===== src/hw/rtl/assert_macros.svh =====
// Assertion macros shared by the RTL files.
// No dependencies; include by bare file name.
`ifndef ASSERT_MACROS_SVH
`define ASSERT_MACROS_SVH
`ifndef SYNTH
// antecedent implies consequent in the same cycle
`define JSS_ASSERT_SAME(lbl, clk, rst, ante, cons, msg) \
  lbl: assert property (@(posedge clk) disable iff (rst) (ante) |-> (cons)) \
    else $error(msg);
// antecedent implies consequent in the next cycle
`define JSS_ASSERT_NEXT(lbl, clk, rst, ante, cons, msg) \
  lbl: assert property (@(posedge clk) disable iff (rst) (ante) |=> (cons)) \
    else $error(msg);
`else
`define JSS_ASSERT_SAME(lbl, clk, rst, ante, cons, msg)
`define JSS_ASSERT_NEXT(lbl, clk, rst, ante, cons, msg)
`endif
`endif


===== src/hw/rtl/jss_pkg.sv =====
// Types and constants of the jump search key table.
// No dependencies; used by the top level, controller and datapath.
package jss_pkg;

  localparam int KEY_W   = 32;
  localparam int STEP_W  = 8;
  localparam int INDEX_W = 7;

  localparam logic [1:0] ST_APPENDED = 2'd0;
  localparam logic [1:0] ST_FULL     = 2'd1;
  localparam logic [1:0] ST_FOUND    = 2'd2;
  localparam logic [1:0] ST_MISSING  = 2'd3;

  localparam logic OP_APPEND = 1'b0;
  localparam logic OP_SEARCH = 1'b1;

  // read address sources
  localparam logic [1:0] RD_HI_INIT  = 2'd0;
  localparam logic [1:0] RD_HI_ADV   = 2'd1;
  localparam logic [1:0] RD_LO       = 2'd2;
  localparam logic [1:0] RD_IDX_NEXT = 2'd3;

  typedef struct packed {
    logic              op;
    logic signed [KEY_W-1:0] key;
  } in_item_t;

  typedef struct packed {
    logic [1:0]         status;
    logic [INDEX_W-1:0] index;
  } out_item_t;

  typedef struct packed {
    logic       load;
    logic       wr;
    logic       jump_init;
    logic       jump_adv;
    logic       scan_init;
    logic       scan_adv;
    logic [1:0] rd_sel;
    logic       finish;
    logic [1:0] fin_status;
  } dp_cmd_t;

  typedef struct packed {
    logic is_search;
    logic full;
    logic init_ok;
    logic le;
    logic adv_ok;
    logic lo_ok;
    logic eq;
    logic idx_ok;
  } dp_stat_t;

endpackage


===== src/hw/rtl/jss_ctrl.sv =====
// Controller state machine: sequences append, jump phase and linear scan.
// Depends on jss_pkg.
module jss_ctrl
  import jss_pkg::*;
(
  input  logic     clk,
  input  logic     rst,
  input  logic     start,
  output logic     busy,
  input  dp_stat_t stat,
  output dp_cmd_t  cmd
);

  localparam logic [2:0] S_IDLE       = 3'd0;
  localparam logic [2:0] S_DECODE     = 3'd1;
  localparam logic [2:0] S_JUMP       = 3'd2;
  localparam logic [2:0] S_SCAN_START = 3'd3;
  localparam logic [2:0] S_SCAN       = 3'd4;

  logic [2:0] state;
  logic [2:0] state_next;

  always_ff @(posedge clk) begin
    if (rst) begin
      state <= S_IDLE;
    end else begin
      state <= state_next;
    end
  end

  assign busy = (state != S_IDLE);

  always_comb begin
    cmd        = '0;
    cmd.rd_sel = RD_LO;
    state_next = state;
    case (state)
      S_IDLE: begin
        if (start) begin
          cmd.load   = 1'b1;
          state_next = S_DECODE;
        end
      end
      S_DECODE: begin
        if (!stat.is_search) begin
          cmd.finish = 1'b1;
          state_next = S_IDLE;
          if (stat.full) begin
            cmd.fin_status = ST_FULL;
          end else begin
            cmd.wr         = 1'b1;
            cmd.fin_status = ST_APPENDED;
          end
        end else begin
          cmd.jump_init = 1'b1;
          cmd.rd_sel    = RD_HI_INIT;
          state_next    = stat.init_ok ? S_JUMP : S_SCAN_START;
        end
      end
      S_JUMP: begin
        // read data is the key at hi
        if (stat.le) begin
          cmd.jump_adv = 1'b1;
          cmd.rd_sel   = RD_HI_ADV;
          state_next   = stat.adv_ok ? S_JUMP : S_SCAN_START;
        end else begin
          state_next = S_SCAN_START;
        end
      end
      S_SCAN_START: begin
        cmd.scan_init = 1'b1;
        cmd.rd_sel    = RD_LO;
        if (stat.lo_ok) begin
          state_next = S_SCAN;
        end else begin
          cmd.finish     = 1'b1;
          cmd.fin_status = ST_MISSING;
          state_next     = S_IDLE;
        end
      end
      S_SCAN: begin
        if (stat.eq) begin
          cmd.finish     = 1'b1;
          cmd.fin_status = ST_FOUND;
          state_next     = S_IDLE;
        end else if (stat.idx_ok) begin
          cmd.scan_adv = 1'b1;
          cmd.rd_sel   = RD_IDX_NEXT;
        end else begin
          cmd.finish     = 1'b1;
          cmd.fin_status = ST_MISSING;
          state_next     = S_IDLE;
        end
      end
      default: begin
        state_next = S_IDLE;
      end
    endcase
  end

endmodule


===== config.mk =====
export PLATFORM = sky130hd
export DESIGN_NAME = jss_ctrl
export DESIGN_NICKNAME = d
export VERILOG_FILES = /design/src/hw/rtl/assert_macros.svh /design/src/hw/rtl/jss_pkg.sv /design/src/hw/rtl/jss_ctrl.sv
export SDC_FILE = /design/constraint.sdc
export NUM_CORES = 1
export LEC_CHECK = 0
export ABC_AREA = 1
export BUFFER_PORTS_ARGS = -buffer_cell sky130_fd_sc_hd__buf_2
export CAP_MARGIN = 15
export CORE_AREA = 2 2 39 41
export DETAILED_ROUTE_END_ITERATION = 8
export DIE_AREA = 0 0 41 43
export RECOVER_POWER = 50
export SYNTH_ARGS = -nofsm -noshare
export SYNTH_HDL_FRONTEND = slang
export SYNTH_SLANG_ARGS = --single-unit
export TNS_END_PERCENT = 5

===== constraint.sdc =====
create_clock -name clk -period 1.3 [get_ports clk]
set_clock_uncertainty 0.05 [all_clocks]
set_input_delay 0.13 -clock clk [delete_from_list [all_inputs] [get_ports clk]]
set_output_delay 0.13 -clock clk [all_outputs]
set_load 0.01 [all_outputs]

==> results by group <==
Floorplanning
  – Core area: ~1400 um^2
  – Row cnt: 14
  – Die width: 41 um
  – # IOs: 23
  – Initial core utilization: between 20% and 30%
  – Die area: 1760 um^2
  – Die Y-Extent: between 40 and 50 um

Global route
  – Grt total ovfl: 0
  – Antenna violations before repair: 0
  – Vias in the first global route: about 340
  – Largest net degree at the start of global routing: 7
  – Total track usage: 11.3%
  – First-pass GRT wire length: 1350 um

Routing
  – Vias/cell: ~4.2
  – Vias: 407
  – DR iter-0 viols: 6
  – Post-DRT Antenna Nets: 0
  – Drt total wl: 855 um
  – TritonRoute pass-1 iters: 2
  – WL/cell: just under 9 um
  – DRC: 0

CTS
  – Root Buffer: clkbuf_4
  – Worst-skew pair later-pin latency: 230 ps
  – Reg clk slew, reported paths: roughly 40 ps
  – CTS H-tree depth: 1
  – Total CTS buffers: 3
  – Clock sinks: 3
  – CTS tree: yes
  – Clock Path Buffers: 2
  – Hold Buf Count CTS: 0

Synth
  – Ys Warns: 0
  – Synth top area cells: dfxtp_1 20%, nand3_1 11%, inv_1 11%
  – Post-synth EDFFs: 0
  – Fraction of registers with async set/reset: 0%
  – Top cell type's share of synthesized area: between 10% and 20%
  – Most used DFF post-synth: dfxtp_1
  – Mapped Area: 307 um^2
  – Yosys cell types: 17
  – Most frequent cells after synthesis: 9 x inv_1, 9 x nand2_1, 8 x nor2_1, 7 x nand3_1, 3 x dfxtp_1
  – Biggest area consumer among synthesized cells: dfxtp_1
  – Cells after synthesis: 52
  – Synth Area per Inst: 5.90 um^2
  – Yosys reg bits: 3
  – Seq/Total Area, Yosys: approximately a fifth
  – Syn Nets: 63

Placed design
  – Dpl hpwl: 658 um
  – Placer congestion estimate: 0.685
  – Quantity of I/O buffers inserted on ports: 22

Power
  – P_int: a little under 0.0003 W
  – Power Density: 888 nW/um^2
  – Combinational group share of total power: just under 40%
  – Sequential power share: 25.2%
  – Sw frac: 35.1%
  – Clk network pwr share: 36.0%
  – NetSw: 0.000160 W
  – Worst VDD drop: 0.537 mV
  – Total Power: 0.000455 W
  – Leak: 0.301 nW

STA
  – Setup Viol. Count Final: 7
  – RSZ-0062 raised after global routing: true
  – Final Hold Viols: 0
  – TNS Setup: -231 ps
  – Min Clock Period, post-route: between 1000 and 1500 ps
  – Final Cycle Share: 104%
  – Setup ws final: -53.9 ps
  – Rel. slew slack: a little under nine tenths
  – Fmax: 739 MHz
  – Least-Margin Pin Slew: 203 ps
  – Hold Slack: 29.6 ps
  – Max-slew violation total from the final report: 0

Critical path
  – R2R cell count: 8
  – CP endpoint kind: output pin
  – Slowest stage delay, CP: between 300 and 400 ps
  – Cells along the critical path: inv_4, nor3_4, nand2_2, nand3_1, buf_2
  – CP startpoint kind: flip-flop
  – Worst path bufs/invs: 2
  – Slowest-stage cell, CP: dfxtp_4
  – Crit path kind: flip-flop to output pin
  – Signal arrival time at the worst endpoint: 1170 ps
  – Critical Path Stages: 5
  – Critical path's top delay family: simple AND/OR/NAND/NOR gates
  – CP Max Fanout: 4
  – Worst path required time: 1120 ps

Cells and area
  – Area Overhead vs Synth: 66.9%
  – Ant diodes: 0
  – Layout cells sized above 1: 55.0%
  – Largest register FFs: 3
  – Largest reg by FF count: state
  – Final Core Density: between 30% and 40%
  – # nets final: just over 90
  – Top Registers: state x3

Flow run
  – Max Cap Viol: 0

Min path
  – Worst hold path type: input pin to flip-flop
  – WHS Path Cells: 2

Status
  – Violated checks: negative setup slack
  – Outcome: complete, but fails checks
[kinds of logic (layout without fill, tap and decap cells)]
logic type	Yosys count	in the layout	synth area share, %
AND/OR/NAND/NOR	32	32	55.5
buffers and inverters	12	40	14.7
AO/OA/AOI/OAI	5	5	10.2
flip-flops	3	3	19.6
[what timing repair did]
action	in CTS	in global routing
setup buffers	0	2
setup endpoints to repair	10	11
resized for setup	8	6
pin swaps	3	2
endpoints found under the hold margin	0	0
[power groups by stage]
stage	logic (W)	registers [W]	clock network, W
after detailed placement	0.000149	0.000110	0
after global placement	0.000148	0.000110	0
after floorplan	0.0000930	0.000109	0
final	0.000176	0.000115	0.000164
after global routing	0.000196	0.000116	0.000184
after CTS	0.000159	0.000114	0.000173
[layout by cell type (no fill, tap or decap), drive strengths merged]
master   n
buf     24
nand2   11
inv     11
nor2    10
nand3    9
clkbuf   4
dfxtp    3
nor3     2
o21ai    2
a21oi    2
o211ai   1
clkinv   1
[worst paths after layout]
path | startpoint | end | slack [ps]
worst min register to register | state[1] | state[1] | 540
worst max-delay path | state[0] | cmd[0] | -50
worst max register to register | state[0] | state[0] | 160
worst min-delay path | rst | state[2] | 30
[layer usage]
| metal | GRT usage [%] | up-vias | routed length [um] |
|---|---|---|---|
| met1 | 14.8 | 181 | 358 |
| met5 | 0 | - | 0 |
| met4 | 6.00 | 0 | 0 |
| li1 | - | 218 | - |
| met3 | 4.71 | 0 | 34 |
| met2 | 15.3 | 8 | 462 |
[cell type report]
cell class,count,area [um^2]
Clock buffer,4,26.3
Fill cell,156,872
Inverter,12,50.0
Multi-Input combinational cell,37,219
Sequential cell,3,71.3
Tap cell,16,20.0
Timing Repair Buffer,24,125
[stage by stage]
stage,cells,area [um^2],setup slack (ps)
6_report,96,512,-53.9
5_1_grt,96,512,-136
4_1_cts,94,480,-112
3_5_place_dp,90,437,45.0
3_3_place_gp,90,437,76.4
2_1_floorplan,52,307,170
(Power assumes the default switching activity.)
