<file path="src/hw/rtl/assert_macros.svh">
// Assertion macros shared by the RTL files.
// No dependencies; include by bare file name.
`ifndef ASSERT_MACROS_SVH
`define ASSERT_MACROS_SVH
`ifndef SYNTH
// antecedent implies consequent in the same cycle
`define JSS_ASSERT_SAME(lbl, clk, rst, ante, cons, msg) \
  lbl: assert property (@(posedge clk) disable iff (rst) (ante) |-> (cons)) \
    else $error(msg);
// antecedent implies consequent in the next cycle
`define JSS_ASSERT_NEXT(lbl, clk, rst, ante, cons, msg) \
  lbl: assert property (@(posedge clk) disable iff (rst) (ante) |=> (cons)) \
    else $error(msg);
`else
`define JSS_ASSERT_SAME(lbl, clk, rst, ante, cons, msg)
`define JSS_ASSERT_NEXT(lbl, clk, rst, ante, cons, msg)
`endif
`endif

</file>
<file path="src/hw/rtl/jss_pkg.sv">
// Types and constants of the jump search key table.
// No dependencies; used by the top level, controller and datapath.
package jss_pkg;

  localparam int KEY_W   = 32;
  localparam int STEP_W  = 8;
  localparam int INDEX_W = 7;

  localparam logic [1:0] ST_APPENDED = 2'd0;
  localparam logic [1:0] ST_FULL     = 2'd1;
  localparam logic [1:0] ST_FOUND    = 2'd2;
  localparam logic [1:0] ST_MISSING  = 2'd3;

  localparam logic OP_APPEND = 1'b0;
  localparam logic OP_SEARCH = 1'b1;

  // read address sources
  localparam logic [1:0] RD_HI_INIT  = 2'd0;
  localparam logic [1:0] RD_HI_ADV   = 2'd1;
  localparam logic [1:0] RD_LO       = 2'd2;
  localparam logic [1:0] RD_IDX_NEXT = 2'd3;

  typedef struct packed {
    logic              op;
    logic signed [KEY_W-1:0] key;
  } in_item_t;

  typedef struct packed {
    logic [1:0]         status;
    logic [INDEX_W-1:0] index;
  } out_item_t;

  typedef struct packed {
    logic       load;
    logic       wr;
    logic       jump_init;
    logic       jump_adv;
    logic       scan_init;
    logic       scan_adv;
    logic [1:0] rd_sel;
    logic       finish;
    logic [1:0] fin_status;
  } dp_cmd_t;

  typedef struct packed {
    logic is_search;
    logic full;
    logic init_ok;
    logic le;
    logic adv_ok;
    logic lo_ok;
    logic eq;
    logic idx_ok;
  } dp_stat_t;

endpackage

</file>
<file path="src/hw/rtl/jss_ram.sv">
// Generic single-write, single-read RAM with registered read data.
// No dependencies.
module jss_ram #(
  parameter int W = 32,
  parameter int D = 128
) (
  input  logic                 clk,
  input  logic                 we,
  input  logic [$clog2(D)-1:0] waddr,
  input  logic [W-1:0]         wdata,
  input  logic [$clog2(D)-1:0] raddr,
  output logic [W-1:0]         rdata
);

  logic [W-1:0] mem [D];

  always_ff @(posedge clk) begin
    if (we) begin
      mem[waddr] <= wdata;
    end
    rdata <= mem[raddr];
  end

endmodule

</file>
<file path="src/hw/rtl/jss_datapath.sv">
// Datapath: key store, count, step register, jump/scan pointers, result register.
// Depends on jss_pkg and jss_ram.
module jss_datapath
  import jss_pkg::*;
#(
  parameter int ENTRIES = 128
) (
  input  logic              clk,
  input  logic              rst,
  input  logic              step_we,
  input  logic [STEP_W-1:0] step_data,
  input  in_item_t          item,
  input  dp_cmd_t           cmd,
  output dp_stat_t          stat,
  output logic              done,
  output out_item_t         result
);

  localparam int AW = $clog2(ENTRIES);
  localparam int CW = $clog2(ENTRIES + 1);
  localparam int HW = $clog2(ENTRIES + 256);

  logic                    op_r;
  logic signed [KEY_W-1:0] key_r;
  logic [CW-1:0]           count;
  logic [STEP_W-1:0]       step_r;
  logic [AW-1:0]           lo;
  logic [HW-1:0]           hi;
  logic [AW-1:0]           idx;

  logic [STEP_W-1:0]       step_eff;
  logic [HW-1:0]           hi_init;
  logic [HW-1:0]           hi_adv;
  logic [HW-1:0]           cnt_x;
  logic [HW-1:0]           stop;
  logic [HW-1:0]           idx_next;
  logic [AW-1:0]           raddr;
  logic [KEY_W-1:0]        rdata;
  logic signed [KEY_W-1:0] rkey;

  jss_ram #(.W(KEY_W), .D(ENTRIES)) u_ram (
    .clk   (clk),
    .we    (cmd.wr),
    .waddr (AW'(count)),
    .wdata (key_r),
    .raddr (raddr),
    .rdata (rdata)
  );

  always_comb begin
    step_eff = (step_r == '0) ? STEP_W'(1) : step_r;
    hi_init  = HW'(step_eff);
    hi_adv   = hi + HW'(step_eff);
    cnt_x    = HW'(count);
    stop     = (hi < cnt_x) ? hi : cnt_x;
    idx_next = HW'(idx) + HW'(1);
    rkey     = $signed(rdata);
    case (cmd.rd_sel)
      RD_HI_INIT:  raddr = AW'(hi_init);
      RD_HI_ADV:   raddr = AW'(hi_adv);
      RD_LO:       raddr = lo;
      RD_IDX_NEXT: raddr = AW'(idx_next);
      default:     raddr = lo;
    endcase
  end

  assign stat.is_search = (op_r == OP_SEARCH);
  assign stat.full      = (count == CW'(ENTRIES));
  assign stat.init_ok   = (hi_init < cnt_x);
  assign stat.le        = (rkey <= key_r);
  assign stat.adv_ok    = (hi_adv < cnt_x);
  assign stat.lo_ok     = (HW'(lo) < stop);
  assign stat.eq        = (rkey == key_r);
  assign stat.idx_ok    = (idx_next < stop);

  // control registers
  always_ff @(posedge clk) begin
    if (rst) begin
      count  <= '0;
      step_r <= STEP_W'(1);
      done   <= 1'b0;
    end else begin
      if (step_we) begin
        step_r <= step_data;
      end
      if (cmd.wr) begin
        count <= count + CW'(1);
      end
      done <= cmd.finish;
    end
  end

  // payload registers
  always_ff @(posedge clk) begin
    if (cmd.load) begin
      op_r  <= item.op;
      key_r <= item.key;
    end
    if (cmd.jump_init) begin
      lo <= '0;
      hi <= hi_init;
    end else if (cmd.jump_adv) begin
      lo <= AW'(hi);
      hi <= hi_adv;
    end
    if (cmd.scan_init) begin
      idx <= lo;
    end else if (cmd.scan_adv) begin
      idx <= AW'(idx_next);
    end
    if (cmd.finish) begin
      result.status <= cmd.fin_status;
      case (cmd.fin_status)
        ST_APPENDED: result.index <= INDEX_W'(count);
        ST_FOUND:    result.index <= INDEX_W'(idx);
        default:     result.index <= '0;
      endcase
    end
  end

endmodule

</file>
<file path="config.mk">
export PLATFORM = sky130hd
export DESIGN_NAME = jss_datapath
export DESIGN_NICKNAME = d
export VERILOG_FILES = /design/src/hw/rtl/assert_macros.svh /design/src/hw/rtl/jss_pkg.sv /design/src/hw/rtl/jss_ram.sv /design/src/hw/rtl/jss_datapath.sv
export SDC_FILE = /design/constraint.sdc
export NUM_CORES = 2
export LEC_CHECK = 0
export ABC_AREA = 1
export BUFFER_PORTS_ARGS = -buffer_cell sky130_fd_sc_hd__buf_4
export CORE_ASPECT_RATIO = 0.5
export CORE_UTILIZATION = 45
export CTS_CLUSTER_SIZE = 8
export DETAILED_ROUTE_END_ITERATION = 8
export SLEW_MARGIN = 5
export SYNTH_ARGS = -nofsm -noshare
export SYNTH_HDL_FRONTEND = slang
export SYNTH_SLANG_ARGS = --single-unit
</file>
<file path="constraint.sdc">
create_clock -name clk -period 4.8 [get_ports clk]
set_clock_uncertainty 0.15 [all_clocks]
set_input_delay 0.48 -clock clk [delete_from_list [all_inputs] [get_ports clk]]
set_output_delay 0.48 -clock clk [all_outputs]
set_load 0.1 [all_outputs]
</file>
==> results_dict.tcl <==
set metrics [dict create \
    period_share 0.988 \
    synthXorXnorAreaFrac 0.000409 \
    setup_tns_ns 0 \
    reg2reg_from "step_r[4]" \
    cts_tree "built" \
    rr_worst_depth 19 \
    layout-drive-gt1-share 0.107 \
    fp.dieH_um 438 \
    antenna_found_initial 24 \
    worst_pin_slew_ns 1.38 \
    setup_viol 0 \
    grt_pass1_wl_um 802000 \
    cpMaxStageDelayCell "buf_4" \
    core_um2 377000 \
    fin_crit_ns 4.74 \
    start_kind "flip-flop" \
    synth_seq_area_share 0.735 \
    crit_buf_inv 4 \
    status "finished clean" \
    dr_total_vias 120000 \
    worst_path_largest_cell_delay_ns 0.64 \
    synth_fp_nets 14200 \
    vias_per_cell 6.09 \
    clockRootBuffer "clkbuf_16" \
    io_pins 73 \
    fp-row-count 159 \
    timing.rr.end "u_ram.rdata[8]" \
    yosysTopAreaCell "edfxtp_1" \
    yosys.area_share.simple 0.225 \
    crit_arrival_ns 5.46 \
    yosysTopAreaCellShare 0.728 \
    min_path_type "input port to flip-flop" \
    initial_utilization 0.454 \
    overflow 0 \
    synthAdderAreaFrac 0.00530 \
    power_density_nw_per_um2 480 \
    whs_endpoint "key_r[20]" \
    syn-mean-instance-area_um2 12.1 \
    drtPass1Iterations 6 \
    hold_ws_ns 0.0951 \
    synth_top_family_by_area "simple AND/OR/NAND/NOR gates" \
    die_x_um 875 \
    place_inst 18900 \
    crit_path_end_kind "flip-flop" \
    timing.max_cap.violations 0 \
    stdcell_count 19700 \
    syn_inst 14100 \
    clock.fmax_ghz 0.211 \
    crit_type "flip-flop to flip-flop" \
    cts_sinks 4210 \
    power.ir.vdd_worst_v 0.000329 \
    synth_area_leaders "edfxtp_1, nand3_1, nand2_1, buf_2, dfxtp_1" \
    grt_pass1_vias 112000 \
    grt_max_degree 153 \
    critical_path.cell_chain "nor2_4, nand2_2, o21ai_2, ha_2, o21ai_0, nand3_4, nand2_8, inv_8, buf_4, buf_4, nand2_1, nand3_1, nand3_1, nand3_1, nand3_1, nand3_2, buf_4, nand3_1, nand2_1" \
    netlist_area_um2 171000 \
    grt_setup_unrepaired "false" \
    insertion_delay_ns 0.99 \
    fin_nets 14600 \
    areaGrowthSynthToFinish_pct 15.9 \
    worstPathMaxFanout 37 \
    dp_hpwl_um 311000 \
    synth_mux_area_frac 0 \
    final_max_slew_viol_count 0 \
    leakagePower_nw 69.5 \
    synth_seq_cells 4210 \
    fillCellCount 31600 \
    required_ns 5.52 \
    drt_iter0_markers 17500 \
    cpLargestDelayFamily "simple AND/OR/NAND/NOR gates" \
    cp_common_cell "nand3_1" \
    ant_nets 0 \
    clk_pin_slew_ns 0.06 \
    portBuffers 72 \
    die_area_um2 383000 \
    htree_num_levels 6 \
    cts_buffers 600 \
    drc 0 \
    synth_compound_area_frac 0.00444 \
    hold_depth 2 \
    yosysUniqueCellTypes 43 \
    routedWlPerCell_um 28.6 \
    ff2ff_setup_slack_ns 0.06 \
    grt_use_total 0.285 \
    cts.path.max_buffers 4 \
    routed_wl_um 563000 \
    yosysWarningCount 0 \
    max-slew-margin-rel 0.0768 \
    gp_congestion 0.880 \
    hp-start "item[20]" \
    hold_violations 0 \
]
## where the power goes
| group | total [W] | switching, W | internal, W | leakage (nW) |
|---|---|---|---|---|
| clock | 0.0378 | 0.0150 | 0.0228 | 7.88 |
| combinational | 0.0160 | 0.0116 | 0.00441 | 23.8 |
| sequential | 0.0414 | 0.000342 | 0.0410 | 37.9 |
## sequential cells by signal, indices dropped and copies added, names as in the netlist
register,flops
idx,7
done,1
op_r,1
result,9
key_r,32
step_r,8
hi,9
u_ram.rdata,32
count,8
lo,7
u_ram.mem,4096
## worst max path at each step
stage | endpoint | slack, ns | from | cells past startpoint
after floorplan | stat[4] | 0.07 | key_r[31] | 6
after global placement | u_ram.rdata[24] | -0.23 | step_r[1] | 17
after detailed placement | u_ram.rdata[24] | -0.26 | step_r[1] | 17
after CTS | stat[3] | -0.05 | step_r[1] | 18
after global routing | stat[3] | 0.0007 | step_r[4] | 19
final | u_ram.rdata[8] | 0.06 | step_r[4] | 19
## cell usage after synthesis (all sizes together)
master      n
clkbuf    299
clkinv      2
a221oi      1
or2         3
nor4b       1
edfxtp   4153
nor3        9
buf       731
o31a        1
dfxtp      57
ha         71
nand2    3221
nor3b       1
nand3    5116
a21oi      43
nor4        1
o21bai      1
a21o        4
o21a        4
nor2      182
o22ai       4
o211ai      4
o21ai      70
a211oi      2
and3        2
xnor2       2
a31o        1
nand3b      2
nand4       4
a2111oi     1
o221ai      1
a31oi       1
inv       118
xor2        6
fa          1
## layout make-up
class	count	area (µm²)	share of cell area
inverters	120	482	0.00243
diodes	6	15.0	0.0000756
multi-input cells	8760	41500	0.209
well taps	5071	6340	0.0320
clock inverters	25	364	0.00183
repair buffers	783	8180	0.0412
clock buffers	703	15800	0.0795
flip-flops and latches	4210	126000	0.634
## timing repair
action,4_1_cts,5_1_grt
pin swaps,3,13
resized for setup,18,31
cloned,0,1
hold buffers,65,0
endpoints found under the setup margin,9,12
hold endpoints to repair,130,0
setup buffers,1,10
## cells in the final DEF (no fill, tap or decap), types with 3 or more instances in the layout
cell	n
nand3_2	10
inv_2	8
a21oi_4	3
nor2_4	130
a21o_1	4
o21ai_2	3
nand2_2	12
o21ai_1	8
or2_2	3
dfxtp_1	52
inv_16	4
o211ai_1	4
o21a_1	4
ha_1	68
o21ai_4	4
buf_4	547
xor2_1	6
inv_1	107
inv_6	12
nand3_1	5103
dlygate4sd3_1	65
edfxtp_1	4153
clkbuf_1	85
nor2_1	50
clkbuf_16	619
o21ai_0	55
nand2_1	3208
buf_12	168
diode_2	6
nand4_1	4
o22ai_1	4
nor3_1	8
dfxtp_2	3
a21oi_1	40
clkinv_16	3
nand3_4	3
clkinv_8	6
## logic make-up (layout without fill, tap and decap cells)
group / Yosys count / in the layout
other: 0 / 6
AOI/OAI and AO/OA: 138 / 138
adders and majority gates: 72 / 72
and+or+nand+nor: 8542 / 8542
DFF: 4210 / 4210
buffers and inverters: 1150 / 1631
xor gates and xnor gates: 8 / 8
## per-stage QoR
step | util | worst slack (ns) | area (µm²) | power [W]
after floorplan | - | 0.0702 | 171000 | 0.0506
after global placement | 0.481 | -0.230 | 181000 | 0.0575
after detailed placement | 0.481 | -0.256 | 181000 | 0.0576
after CTS | 0.526 | -0.0500 | 198000 | 0.0952
after global routing | 0.526 | 0.000675 | 199000 | 0.0979
final | 0.526 | 0.0559 | 199000 | 0.0952
## metal layers
| layer | global-route usage | part of all wire |
|---|---|---|
| met1 | 0.409 | 0.40 |
| met2 | 0.421 | 0.43 |
| met3 | 0.0662 | 0.12 |
| met4 | 0.117 | 0.046 |
| met5 | 0 | 0.00011 |
(Power assumes the default switching activity.)
